### src/design/srt_pkg.sv
// Shared types and constants of the sorted record table.
// Used by srt_ram, srt_engine and sorted_record_table_unit; depends on nothing.
package srt_pkg;

    localparam int TABLE_DEPTH = 16;
    localparam int IDX_W       = $clog2(TABLE_DEPTH);
    localparam int CNT_W       = IDX_W + 1;
    localparam int KEY_W       = 16;
    localparam int ISSUED_W    = KEY_W + 1;
    localparam int ID_SUM_W    = KEY_W + 2;

    localparam logic [1:0] MODE_INSERT = 2'd0;
    localparam logic [1:0] MODE_CLEAR  = 2'd1;
    localparam logic [1:0] MODE_LIST   = 2'd2;

    localparam logic [2:0] ST_INSERTED      = 3'd0;
    localparam logic [2:0] ST_TABLE_FULL    = 3'd1;
    localparam logic [2:0] ST_IDS_EXHAUSTED = 3'd2;
    localparam logic [2:0] ST_TABLE_EMPTY   = 3'd3;
    localparam logic [2:0] ST_LISTED        = 3'd4;
    localparam logic [2:0] ST_CLEARED       = 3'd5;

    typedef struct packed {
        logic [11:0] year;
        logic [3:0]  month;
        logic [4:0]  day;
        logic [15:0] service_id;
        logic [15:0] pet_id;
    } payload_t;

    typedef struct packed {
        logic [KEY_W-1:0] key;
        payload_t         payload;
    } entry_t;

    typedef struct packed {
        logic [2:0]       status;
        logic [KEY_W-1:0] record_id;
        payload_t         payload;
        logic             last;
    } res_t;

endpackage

### src/design/srt_ram.sv
// Slot store of the record table: one write port, one read port, registered read.
// Depends on srt_pkg for the entry type and the table depth.
module srt_ram
(
    input  logic                      clk,
    input  logic                      we,
    input  logic [srt_pkg::IDX_W-1:0] waddr,
    input  srt_pkg::entry_t           wdata,
    input  logic [srt_pkg::IDX_W-1:0] raddr,
    output srt_pkg::entry_t           rdata
);

    srt_pkg::entry_t mem [srt_pkg::TABLE_DEPTH];

    always_ff @(posedge clk)
    begin
        if (we)
        begin
            mem[waddr] <= wdata;
        end
        rdata <= mem[raddr];
    end

endmodule

### src/design/srt_engine.sv
// Sequencer of the record table: free-slot scan, exchange sort through one
// key comparator, and the list walk. Depends on srt_pkg and srt_ram.
module srt_engine
(
    input  logic                      clk,
    input  logic                      rst_n,
    input  logic                      start,
    input  logic [1:0]                mode,
    input  srt_pkg::payload_t         in_payload,
    input  logic [srt_pkg::KEY_W-1:0] first_id,
    output logic                      idle,
    output logic                      res_valid,
    input  logic                      res_ready,
    output srt_pkg::res_t             res
);

    localparam logic [3:0] S_IDLE  = 4'd0;
    localparam logic [3:0] S_SCAN  = 4'd1;
    localparam logic [3:0] S_LOADI = 4'd2;
    localparam logic [3:0] S_WAITI = 4'd3;
    localparam logic [3:0] S_CMP   = 4'd4;
    localparam logic [3:0] S_PUTI  = 4'd5;
    localparam logic [3:0] S_LREAD = 4'd6;
    localparam logic [3:0] S_LDATA = 4'd7;
    localparam logic [3:0] S_EMIT  = 4'd8;

    localparam logic [srt_pkg::IDX_W-1:0] LAST_IDX =
        srt_pkg::IDX_W'(srt_pkg::TABLE_DEPTH - 1);
    localparam logic [srt_pkg::IDX_W-1:0] LAST_ROW =
        srt_pkg::IDX_W'(srt_pkg::TABLE_DEPTH - 2);
    localparam logic [srt_pkg::CNT_W-1:0] CNT_FULL =
        srt_pkg::CNT_W'(srt_pkg::TABLE_DEPTH);

    logic [3:0]                         state_reg, state_next;
    logic [3:0]                         ret_reg, ret_next;
    logic [srt_pkg::CNT_W-1:0]          cnt_reg, cnt_next;
    logic [srt_pkg::IDX_W-1:0]          i_reg, i_next;
    logic [srt_pkg::IDX_W-1:0]          x_reg, x_next;
    logic [srt_pkg::TABLE_DEPTH-1:0]    used_reg, used_next;
    logic                               held_used_reg, held_used_next;
    logic [srt_pkg::ISSUED_W-1:0]       issued_reg, issued_next;
    srt_pkg::entry_t                    held_reg, held_next;
    srt_pkg::payload_t                  pay_reg, pay_next;
    srt_pkg::res_t                      res_reg, res_next;

    logic                               we;
    logic [srt_pkg::IDX_W-1:0]          waddr;
    srt_pkg::entry_t                    wdata;
    logic [srt_pkg::IDX_W-1:0]          raddr;
    srt_pkg::entry_t                    rdata;

    logic [srt_pkg::ID_SUM_W-1:0]       id_sum;
    logic [srt_pkg::IDX_W-1:0]          cnt_idx;
    logic [srt_pkg::TABLE_DEPTH-1:0]    later_used;

    srt_ram u_ram
    (
        .clk   (clk),
        .we    (we),
        .waddr (waddr),
        .wdata (wdata),
        .raddr (raddr),
        .rdata (rdata)
    );

    assign id_sum  = srt_pkg::ID_SUM_W'(first_id) + srt_pkg::ID_SUM_W'(issued_reg);
    assign cnt_idx = cnt_reg[srt_pkg::IDX_W-1:0];

    // Used slots that come after the one being listed; none left means last.
    always_comb
    begin
        for (int j = 0; j < srt_pkg::TABLE_DEPTH; j++)
        begin
            later_used[j] = used_reg[j] && (srt_pkg::CNT_W'(j) > cnt_reg);
        end
    end

    always_comb
    begin
        state_next     = state_reg;
        ret_next       = ret_reg;
        cnt_next       = cnt_reg;
        i_next         = i_reg;
        x_next         = x_reg;
        used_next      = used_reg;
        held_used_next = held_used_reg;
        issued_next    = issued_reg;
        held_next      = held_reg;
        pay_next       = pay_reg;
        res_next       = res_reg;
        we             = 1'b0;
        waddr          = i_reg;
        wdata          = held_reg;
        raddr          = '0;

        unique case (state_reg)
            S_IDLE:
            begin
                if (start)
                begin
                    pay_next = in_payload;
                    res_next = '0;
                    ret_next = S_IDLE;
                    unique case (mode)
                        srt_pkg::MODE_INSERT:
                        begin
                            cnt_next   = '0;
                            state_next = S_SCAN;
                        end
                        srt_pkg::MODE_CLEAR:
                        begin
                            used_next       = '0;
                            res_next.status = srt_pkg::ST_CLEARED;
                            res_next.last   = 1'b1;
                            state_next      = S_EMIT;
                        end
                        srt_pkg::MODE_LIST:
                        begin
                            i_next     = '0;
                            state_next = S_LOADI;
                        end
                        default:
                        begin
                            state_next = S_IDLE;
                        end
                    endcase
                end
            end
            S_SCAN:
            begin
                if (cnt_reg == CNT_FULL)
                begin
                    res_next.status = srt_pkg::ST_TABLE_FULL;
                    res_next.last   = 1'b1;
                    state_next      = S_EMIT;
                end
                else if (!used_reg[cnt_idx])
                begin
                    res_next.last = 1'b1;
                    state_next    = S_EMIT;
                    if (id_sum[srt_pkg::ID_SUM_W-1:srt_pkg::KEY_W] != '0)
                    begin
                        res_next.status = srt_pkg::ST_IDS_EXHAUSTED;
                    end
                    else
                    begin
                        we                 = 1'b1;
                        waddr              = cnt_idx;
                        wdata.key          = id_sum[srt_pkg::KEY_W-1:0];
                        wdata.payload      = pay_reg;
                        used_next[cnt_idx] = 1'b1;
                        issued_next        = issued_reg + 1'b1;
                        res_next.status    = srt_pkg::ST_INSERTED;
                        res_next.record_id = id_sum[srt_pkg::KEY_W-1:0];
                    end
                end
                else
                begin
                    cnt_next = cnt_reg + 1'b1;
                end
            end
            S_LOADI:
            begin
                raddr      = i_reg;
                state_next = S_WAITI;
            end
            S_WAITI:
            begin
                held_next      = rdata;
                held_used_next = used_reg[i_reg];
                x_next         = i_reg + 1'b1;
                raddr          = i_reg + 1'b1;
                state_next     = S_CMP;
            end
            S_CMP:
            begin
                // Slot x is swapped with the record held for row i when the held key is the greater.
                if (held_reg.key > rdata.key)
                begin
                    we               = 1'b1;
                    waddr            = x_reg;
                    wdata            = held_reg;
                    used_next[x_reg] = held_used_reg;
                    held_next        = rdata;
                    held_used_next   = used_reg[x_reg];
                end
                if (x_reg == LAST_IDX)
                begin
                    state_next = S_PUTI;
                end
                else
                begin
                    x_next = x_reg + 1'b1;
                    raddr  = x_reg + 1'b1;
                end
            end
            S_PUTI:
            begin
                we               = 1'b1;
                waddr            = i_reg;
                wdata            = held_reg;
                used_next[i_reg] = held_used_reg;
                if (i_reg == LAST_ROW)
                begin
                    cnt_next = '0;
                    if (used_next == '0)
                    begin
                        res_next.status = srt_pkg::ST_TABLE_EMPTY;
                        res_next.last   = 1'b1;
                        ret_next        = S_IDLE;
                        state_next      = S_EMIT;
                    end
                    else
                    begin
                        state_next = S_LREAD;
                    end
                end
                else
                begin
                    i_next     = i_reg + 1'b1;
                    state_next = S_LOADI;
                end
            end
            S_LREAD:
            begin
                if (used_reg[cnt_idx])
                begin
                    raddr      = cnt_idx;
                    state_next = S_LDATA;
                end
                else
                begin
                    cnt_next = cnt_reg + 1'b1;
                end
            end
            S_LDATA:
            begin
                res_next.status    = srt_pkg::ST_LISTED;
                res_next.record_id = rdata.key;
                res_next.payload   = rdata.payload;
                res_next.last      = (later_used == '0);
                ret_next           = (later_used == '0) ? S_IDLE : S_LREAD;
                cnt_next           = cnt_reg + 1'b1;
                state_next         = S_EMIT;
            end
            S_EMIT:
            begin
                if (res_ready)
                begin
                    state_next = ret_reg;
                end
            end
            default:
            begin
                state_next = S_IDLE;
            end
        endcase
    end

    always_ff @(posedge clk or negedge rst_n)
    begin
        if (!rst_n)
        begin
            state_reg  <= S_IDLE;
            ret_reg    <= S_IDLE;
            cnt_reg    <= '0;
            i_reg      <= '0;
            x_reg      <= '0;
            used_reg   <= '0;
            issued_reg <= '0;
        end
        else
        begin
            state_reg  <= state_next;
            ret_reg    <= ret_next;
            cnt_reg    <= cnt_next;
            i_reg      <= i_next;
            x_reg      <= x_next;
            used_reg   <= used_next;
            issued_reg <= issued_next;
        end
    end

    always_ff @(posedge clk)
    begin
        held_reg      <= held_next;
        held_used_reg <= held_used_next;
        pay_reg       <= pay_next;
        res_reg       <= res_next;
    end

    assign idle      = (state_reg == S_IDLE);
    assign res_valid = (state_reg == S_EMIT);
    assign res       = res_reg;

endmodule

### src/design/sorted_record_table_unit.sv
// Top level of the sorted record table: configuration register, input
// acceptance and the output register. Depends on srt_pkg and srt_engine.
//
//   Channel   Direction  Handshake            Payload
//   input     in         in_valid/in_ready    mode, pet_id, service_id, day, month, year
//   result    out        out_valid/out_ready  status, record_id, out_pet_id,
//                                             out_service_id, out_day, out_month,
//                                             out_year, last
//   config    in         cfg_wr_en            cfg_wr_data (first_id)
//
// One item is worked on at a time and in_ready is low until its last result
// item has moved into the output register. A clear empties the table and
// answers with a single result; an insert first scans the slots in order for
// a free one, one slot a cycle. A list runs the exchange sort through a single
// key comparator fed by one memory read port, then walks the slots in order,
// giving one result item per used slot and passing over free ones, or gives
// the empty-table answer. Reset clears the used marks at once; there is no
// clearing pass. A result item that finds the output register full waits in
// the engine. A stalled output holds its item while the engine may already
// take and start the next item.
module sorted_record_table_unit
(
    input  logic        clk,
    input  logic        rst_n,

    input  logic        cfg_wr_en,
    input  logic [15:0] cfg_wr_data,

    input  logic        in_valid,
    output logic        in_ready,
    input  logic [1:0]  mode,
    input  logic [15:0] pet_id,
    input  logic [15:0] service_id,
    input  logic [4:0]  day,
    input  logic [3:0]  month,
    input  logic [11:0] year,

    output logic        out_valid,
    input  logic        out_ready,
    output logic [2:0]  status,
    output logic [15:0] record_id,
    output logic [15:0] out_pet_id,
    output logic [15:0] out_service_id,
    output logic [4:0]  out_day,
    output logic [3:0]  out_month,
    output logic [11:0] out_year,
    output logic        last
);

    logic [srt_pkg::KEY_W-1:0] first_id_reg, first_id_next;
    logic                      out_valid_reg, out_valid_next;
    srt_pkg::res_t             out_reg, out_next;

    srt_pkg::payload_t         in_payload;
    logic                      engine_idle;
    logic                      res_valid;
    logic                      res_ready;
    srt_pkg::res_t             res;
    logic                      start;

    // The engine is the only place an item can be held while it is worked on.
    assign in_ready = engine_idle;
    assign start    = in_valid && in_ready;

    assign in_payload.pet_id     = pet_id;
    assign in_payload.service_id = service_id;
    assign in_payload.day        = day;
    assign in_payload.month      = month;
    assign in_payload.year       = year;

    srt_engine u_engine
    (
        .clk        (clk),
        .rst_n      (rst_n),
        .start      (start),
        .mode       (mode),
        .in_payload (in_payload),
        .first_id   (first_id_reg),
        .idle       (engine_idle),
        .res_valid  (res_valid),
        .res_ready  (res_ready),
        .res        (res)
    );

    // The output register takes a new result item when it is empty or being
    // drained in the same cycle.
    assign res_ready = !out_valid_reg || out_ready;

    always_comb
    begin
        first_id_next  = cfg_wr_en ? cfg_wr_data : first_id_reg;
        out_valid_next = out_valid_reg;
        out_next       = out_reg;
        if (res_ready)
        begin
            out_valid_next = res_valid;
            if (res_valid)
            begin
                out_next = res;
            end
        end
    end

    always_ff @(posedge clk or negedge rst_n)
    begin
        if (!rst_n)
        begin
            first_id_reg  <= srt_pkg::KEY_W'(1);
            out_valid_reg <= 1'b0;
        end
        else
        begin
            first_id_reg  <= first_id_next;
            out_valid_reg <= out_valid_next;
        end
    end

    always_ff @(posedge clk)
    begin
        out_reg <= out_next;
    end

    assign out_valid      = out_valid_reg;
    assign status         = out_reg.status;
    assign record_id      = out_reg.record_id;
    assign out_pet_id     = out_reg.payload.pet_id;
    assign out_service_id = out_reg.payload.service_id;
    assign out_day        = out_reg.payload.day;
    assign out_month      = out_reg.payload.month;
    assign out_year       = out_reg.payload.year;
    assign last           = out_reg.last;

`ifndef NO_ASSERTIONS
    // An idle engine never offers a result item.
    a_idle_no_result: assert property (@(posedge clk) disable iff (!rst_n)
        !(engine_idle && res_valid))
        else $error("engine offers a result while idle");

    // Any item with a real mode keeps the engine busy in the next cycle.
    a_busy_after_start: assert property (@(posedge clk) disable iff (!rst_n)
        (start && (mode == srt_pkg::MODE_INSERT || mode == srt_pkg::MODE_CLEAR ||
                   mode == srt_pkg::MODE_LIST)) |=> !in_ready)
        else $error("engine accepted another item while busy");

    // Only listed records can be followed by another result of the same item.
    a_single_is_last: assert property (@(posedge clk) disable iff (!rst_n)
        (out_valid && status != srt_pkg::ST_LISTED) |-> last)
        else $error("single result item without last");
`endif

endmodule
### config.mk
export PLATFORM = sky130hd
export DESIGN_NAME = sorted_record_table_unit
export DESIGN_NICKNAME = d
export VERILOG_FILES = /design/src/design/srt_pkg.sv /design/src/design/srt_ram.sv /design/src/design/srt_engine.sv /design/src/design/sorted_record_table_unit.sv
export SDC_FILE = /design/constraint.sdc
export NUM_CORES = 2
export LEC_CHECK = 0
export BUFFER_PORTS_ARGS = -buffer_cell sky130_fd_sc_hd__buf_4
export CORE_MARGIN = 2
export CORE_UTILIZATION = 45
export CTS_BUF_LIST = sky130_fd_sc_hd__clkbuf_4 sky130_fd_sc_hd__clkbuf_8 sky130_fd_sc_hd__clkbuf_16
export DETAILED_ROUTE_END_ITERATION = 8
export PLACE_DENSITY = 0.65
export SYNTH_ARGS = -nofsm -noshare
export SYNTH_HDL_FRONTEND = slang
export SYNTH_SLANG_ARGS = --single-unit
### constraint.sdc
create_clock -name clk -period 5.75 [get_ports clk]
set_input_delay 1.725 -clock clk [delete_from_list [all_inputs] [get_ports clk]]
set_output_delay 1.725 -clock clk [all_outputs]
set_load 0.05 [all_outputs]
# After elaboration in Yosys (flattened, before gate mapping)
# Memories as Yosys holds them, arrays and structs flattened. A register that Yosys moved wholly into a read port is not among the register bits.
# Cells that the tools add are included.
[op_classes]
mul = 0
mux = 90
n_reduce_logical = 48
bitwise = 4
n_lt_le_gt_ge = 23
eq_ne = 31
n_shift = 0
n_addsub = 5
div = 0
[op_table]
columns = ["cell", "n"]
rows = [
  ["$mux W69", 5],
  ["$pmux W69 S2", 1],
  ["$mux W16", 8],
  ["$pmux W53 S2", 1],
  ["$mux W4", 21],
  ["$mux W73", 1],
  ["$pmux W16 S4", 1],
  ["$pmux W16 S3", 1],
  ["$gt A4 B5 Y1 const A", 8],
  ["$pmux W4 S9", 1],
  ["$bwmux W16", 2],
  ["$logic_not A16 Y1", 2],
  ["$mux W5", 6],
  ["$pmux W5 S5", 1],
  ["$pmux W4 S2", 3],
  ["$pmux W4 S3", 2],
  ["$ne A2 B1 Y1 const B", 11],
  ["$gt A3 B5 Y1 const A", 4],
  ["$logic_and A1 B1 Y1", 20],
  ["$mux W19", 1],
  ["$add A16 B17 Y18", 1],
  ["$mux W1", 18],
  ["$add A17 B1 Y17 const B", 1],
  ["$eq A4 B3 Y1 const B", 4],
  ["other kinds (38)", 77],
]
[totals]
output_inout_bits = 75
latchBits = 0
elab_cells = 239
ram_bits = 1104
mem_bits_ro = 0
memories = 1
in_bits = 76
regBits = 340
[memory_table]
columns = ["name", "words", "word_bits", "read_ports", "rd_clocked_by_memory_dff", "write_ports", "line", "source"]
rows = [
  ["u_engine.u_ram.mem", 16, 69, 1, 1, 1, "srt_ram.sv:13", "srt_pkg::entry_t mem [srt_pkg::TABLE_DEPTH];"],
]

# Logic depth before layout (Yosys ltp)
[depth]
word_depth = 9
ltp_mapped = 14
depth_no_buf = 12

# Modules after synthesis
# Synthesis repeated with hierarchy kept, for this count alone.
[hier_totals]
hier_cells = 3060
hier_area_um2 = 59203.0
[by_module_without_submodules]
columns = ["module", "n_inst", "area_per_inst_um2", "seq_area_each_um2", "cells_each"]
rows = [
  ["srt_ram", 1, 42709.7, 34533.1, 1776],
  ["srt_engine", 1, 13600.5, 7161.9, 1172],
  ["sorted_record_table_unit", 1, 2892.8, 2618.8, 112],
]

# Worst setup path before layout
# No wires, ideal clock.
[synth_timing]
path_kind = "register to register"
start = "register first_id_reg[0] (netlist name)"
end = "memory u_engine.u_ram.mem[9][0] (netlist name) (enable)"
arrival_time_ns = 5.650
path_stages_with_launch = 14
required_ns = 5.253
path_buffers = 1
setup_slack_ns = -0.397
setup_time_ns = 0.497
period_less_slack_ns = 6.147
cell_sequence = "dfstp_2 > ha_1 > inv_1 > fa_1 > nor2b_1 > o31ai_1 > a21oi_1 > o21ai_1 > mux2_2 > and2_1 > clkbuf_1 > a221oi_1 > nand2_1 > nor2_1"
[synth_via]
elab_chain_cells = 8
word_cells_on_any_way = 12
classes_between = "add/sub (1); mux (10); reduce/logical (1)"
[synth_rtl]
columns = ["item", "line", "source"]
rows = [
  ["start, declared", "sorted_record_table_unit.sv:50", "logic [srt_pkg::KEY_W-1:0] first_id_reg, first_id_next;"],
  ["start signal, assigned", "sorted_record_table_unit.sv:108", "first_id_reg <= srt_pkg::KEY_W'(1);"],
  ["start signal, assigned", "sorted_record_table_unit.sv:113", "first_id_reg <= first_id_next;"],
  ["$add A16 B17 Y18 *", "srt_engine.sv:66", "assign id_sum = srt_pkg::ID_SUM_W'(first_id) + srt_pkg::ID_SUM_W'(issued_reg);"],
  ["$reduce_bool A2 Y1 *", "srt_engine.sv:141", "if (id_sum[srt_pkg::ID_SUM_W-1:srt_pkg::KEY_W] != '0)"],
  ["$mux W1", "srt_engine.sv:141", ""],
  ["$mux W1", "srt_engine.sv:137", "else if (!used_reg[cnt_idx])"],
  ["$mux W1", "srt_engine.sv:131", "if (cnt_reg == CNT_FULL)"],
  ["$pmux W1 S3", "srt_engine.sv:96", "unique case (state_reg)"],
  ["$mux W1", "srt_ram.sv:17", "if (we)"],
  ["$mux W1 (not written as such)", "srt_ram.sv:19", "mem[waddr] <= wdata;"],
  ["end, declared", "srt_ram.sv:13", ""],
]
# Every way passes the cells marked *; elsewhere a longest branch is shown, timed or not.

# Worst setup path in the final report
[layout_timing]
start = "register first_id_reg[0] (netlist name)"
end = "memory u_engine.u_ram.mem[11][18] (netlist name) (enable)"
# Same word-level chain as after synthesis.

==> results.json <==
{
  "ys_seq_elements": 1510,
  "p_leak_uw": 0.02526,
  "post-route-drc-count": 0,
  "p_per_area_nw_per_um2": 502.3,
  "fin_setup_tns_ns": 0,
  "syn_to_final_growth_pct": 14.87,
  "p_clk_frac": 0.290,
  "final_common_cell": "nand2_1",
  "antennaDiodeCount": 0,
  "power.switching_uw": 11660,
  "fmax_mhz": 210.0,
  "die_x_microns": 370.3,
  "worstHoldPathType": "register to register",
  "crit_type": "register to register",
  "grt_usage": 0.2199,
  "grt-ovfl-total": 0,
  "netlist.area_leader.share": 0.6830,
  "num_rows": 134,
  "rsz0062_at_grt": "no",
  "cp.required_ns": 6.18,
  "max_cap_viol_count": 0,
  "yosys_warnings": 0,
  "synth_xor_area_frac": 0.005223,
  "arrival_ns": 5.19,
  "dieArea_sq_um": 137100,
  "combinationalPowerShare": 0.267,
  "ant_nets": 0,
  "ys_seq_area_frac": 0.7341,
  "vias": 38350,
  "cp-end-kind": "register",
  "final-hold-violation-count": 0,
  "p_int_uw": 23170,
  "vias_per_cell": 5.671,
  "io_pins": 151,
  "syn_nets": 4837,
  "final_net_count": 4992,
  "finalSetupViolations": 0,
  "synth_top_family_by_area": "simple AND/OR/NAND/NOR gates",
  "cts_buffers": 153,
  "drt-initial-drc-count": 3979,
  "largest_register_ffs": 1104,
  "gp_congestion": 0.9152,
  "status": "complete, no violations",
  "synthArstFlopShare": 0.04503,
  "layout_common_cells": "1507 x nand2_1, 1373 x edfxtp_1, 462 x nand3_1",
  "synth-edff-count": 1373,
  "avgSynthCellArea_sq_um": 12.80,
  "wirelength_microns": 152200,
  "clockBufferDepth": 3,
  "cts_tree": "yes",
  "port_buffers": 150,
  "grt_max_degree": 158,
  "synth_area_sq_um": 60360,
  "clk_pin_slew_ns": 0.06,
  "antenna_found_initial": 1,
  "core_sq_um": 133300,
  "synth_largest_area_cell": "edfxtp_1",
  "ir_worst_vdd_uv": 307.3,
  "fillers": 11010,
  "postPlaceCellArea_sq_um": 64180,
  "min_period_over_period": 0.8281,
  "post-cts-setup-buffers": 0,
  "crit_path_max_fanout": 37,
  "yosys-mux-area-fraction": 0.01142,
  "synth-simple-area-share": 0.1598,
  "hold_buffers": 0,
  "layoutNonFillerInstCount": 6763,
  "finClkSkew_ns": 0.03680,
  "ctsHtreeMaxLevel": 4,
  "wl_per_cell_microns": 22.50,
  "synth-compound-area-share": 0.05576,
  "dpl.cell_count": 6483,
  "dp_slack_ns": 1.019,
  "grt_pass1_vias": 37280,
  "ys.flop_type": "edfxtp_1",
  "setup_ws_ns": 0.9883,
  "maxSlewHeadroom": 0.2201,
  "cts_root_buffer": "clkbuf_16",
  "post-dp-hpwl_microns": 88830,
  "ys_types": 76,
  "synth_cells": 4715,
  "dieHeight_microns": 370.3,
  "synth_fa_ha_area_frac": 0.009659,
  "insertion_delay_ns": 0.79,
  "final_area_sq_um": 69340,
  "swShare": 0.3348,
  "cts_sinks": 1510,
  "min_period_ns": 4.762,
  "final-max-slew-violation-count": 0,
  "synthTopCellsByArea": "edfxtp_1 68%, nand2_1 9.4%, nand3_1 3.8%, dfrtp_1 2.8%, dfxtp_1 2.3%",
  "worst_pin_slew_ns": 1.170,
  "grt_pass1_wl_microns": 230000,
  "start_kind": "register",
  "layout-drive-gt1-share": 0.1245,
  "firstDrtPassIters": 6,
  "seqPwrFrac": 0.444,
  "initial_core_util": 0.4529,
  "cts_resized": 0
}
-- Yosys cell counts, types with 13 or more instances --
cell type  instances
a32oi_1           51
ha_1              45
buf_6             13
edfxtp_1        1373
mux2_2            19
a21oi_1           79
nor3_1            14
buf_2            105
clkbuf_1         150
inv_1             39
and2_1            57
nor2_1            77
a31oi_1           88
a311oi_1          19
o221ai_1          52
mux2i_1           19
nand3_1          463
buf_1             14
nand2_1         1510
o211ai_1          24
o21ai_0           79
dfxtp_1           69
o22ai_1           19
and3_1            81
dfrtp_1           67
xor2_1            24
-- power groups by stage --
stage	clock, uW	sequential, uW	combinational [uW]
2_1_floorplan	0	15700	5440
3_3_place_gp	0	15600	9150
3_5_place_dp	0	15700	9280
4_1_cts	10300	15500	9320
5_1_grt	10700	15600	10100
6_report	10100	15500	9290
-- metal layers --
metal | vias to the layer above | routed length [microns] | track usage
li1 | 17400 | - | -
met1 | 19190 | 63030 | 0.2967
met2 | 1478 | 74250 | 0.3634
met3 | 286 | 10620 | 0.03822
met4 | 0 | 4278 | 0.06879
met5 | - | 0 | 0
-- logic make-up after synthesis --
logic type | Yosys count
flops | 1510
compound gates | 487
mux | 51
fa+ha+maj | 46
buf+inv | 324
simple gates | 2261
xor+xnor | 36
-- layout make-up --
class | instances | area [sq um] | share of cell area
clock buffers | 214 | 4392 | 0.06334
clock inverters | 66 | 763.2 | 0.01101
inverters | 40 | 153.9 | 0.002220
multi-input cells | 2881 | 14820 | 0.2138
flip-flops and latches | 1510 | 44310 | 0.6391
well taps | 1768 | 2212 | 0.03190
repair buffers | 284 | 2683 | 0.03869
-- final timing paths --
check / endpoint / startpoint / slack (ns) / depth (start not counted)
max in group asynchronous: first_id_reg[2]$_DFFE_PN0P_ / rst_n / 4.04 / 1
min in group asynchronous: u_engine.used_reg[10]$_DFFE_PN0P_ / rst_n / 1.09 / 1
setup / recovery: u_engine.u_ram.mem[11][18]$_DFFE_PP_ / first_id_reg[0]$_DFFE_PN1P_ / 0.99 / 13
setup reg to reg: u_engine.u_ram.mem[11][18]$_DFFE_PP_ / first_id_reg[0]$_DFFE_PN1P_ / 0.99 / 13
hold / removal: out_year[9]$_DFFE_PP_ / u_engine.res[51]$_SDFFCE_PN0P_ / 0.42 / 0
hold reg to reg: out_year[9]$_DFFE_PP_ / u_engine.res[51]$_SDFFCE_PN0P_ / 0.42 / 0
-- critical path, cell delays in order, from the launching register on --
cell and delay, ns:
dfstp_2 0.53, ha_1 0.18, inv_1 0.06, fa_1 0.39, nor2b_1 0.18, o31ai_1 0.14, a21oi_1 0.24, o21ai_1 0.13
mux2_2 0.35, nand2_1 0.27, o32ai_1 0.45, nand3_1 0.43, nor2_4 0.65, buf_12 0.37
-- per-stage QoR --
| step | power, uW | utilization | hold WS (ns) |
|---|---|---|---|
| after floorplan | 21140 | - | 0.4000 |
| after global placement | 24790 | 0.4815 | 0.4024 |
| after detailed placement | 24950 | 0.4815 | 0.4045 |
| after CTS | 35040 | 0.5202 | 0.4182 |
| after global routing | 36310 | 0.5202 | 0.4227 |
| final | 34830 | 0.5202 | 0.4191 |
No activity file was read; power rests on OpenSTA's default activity.
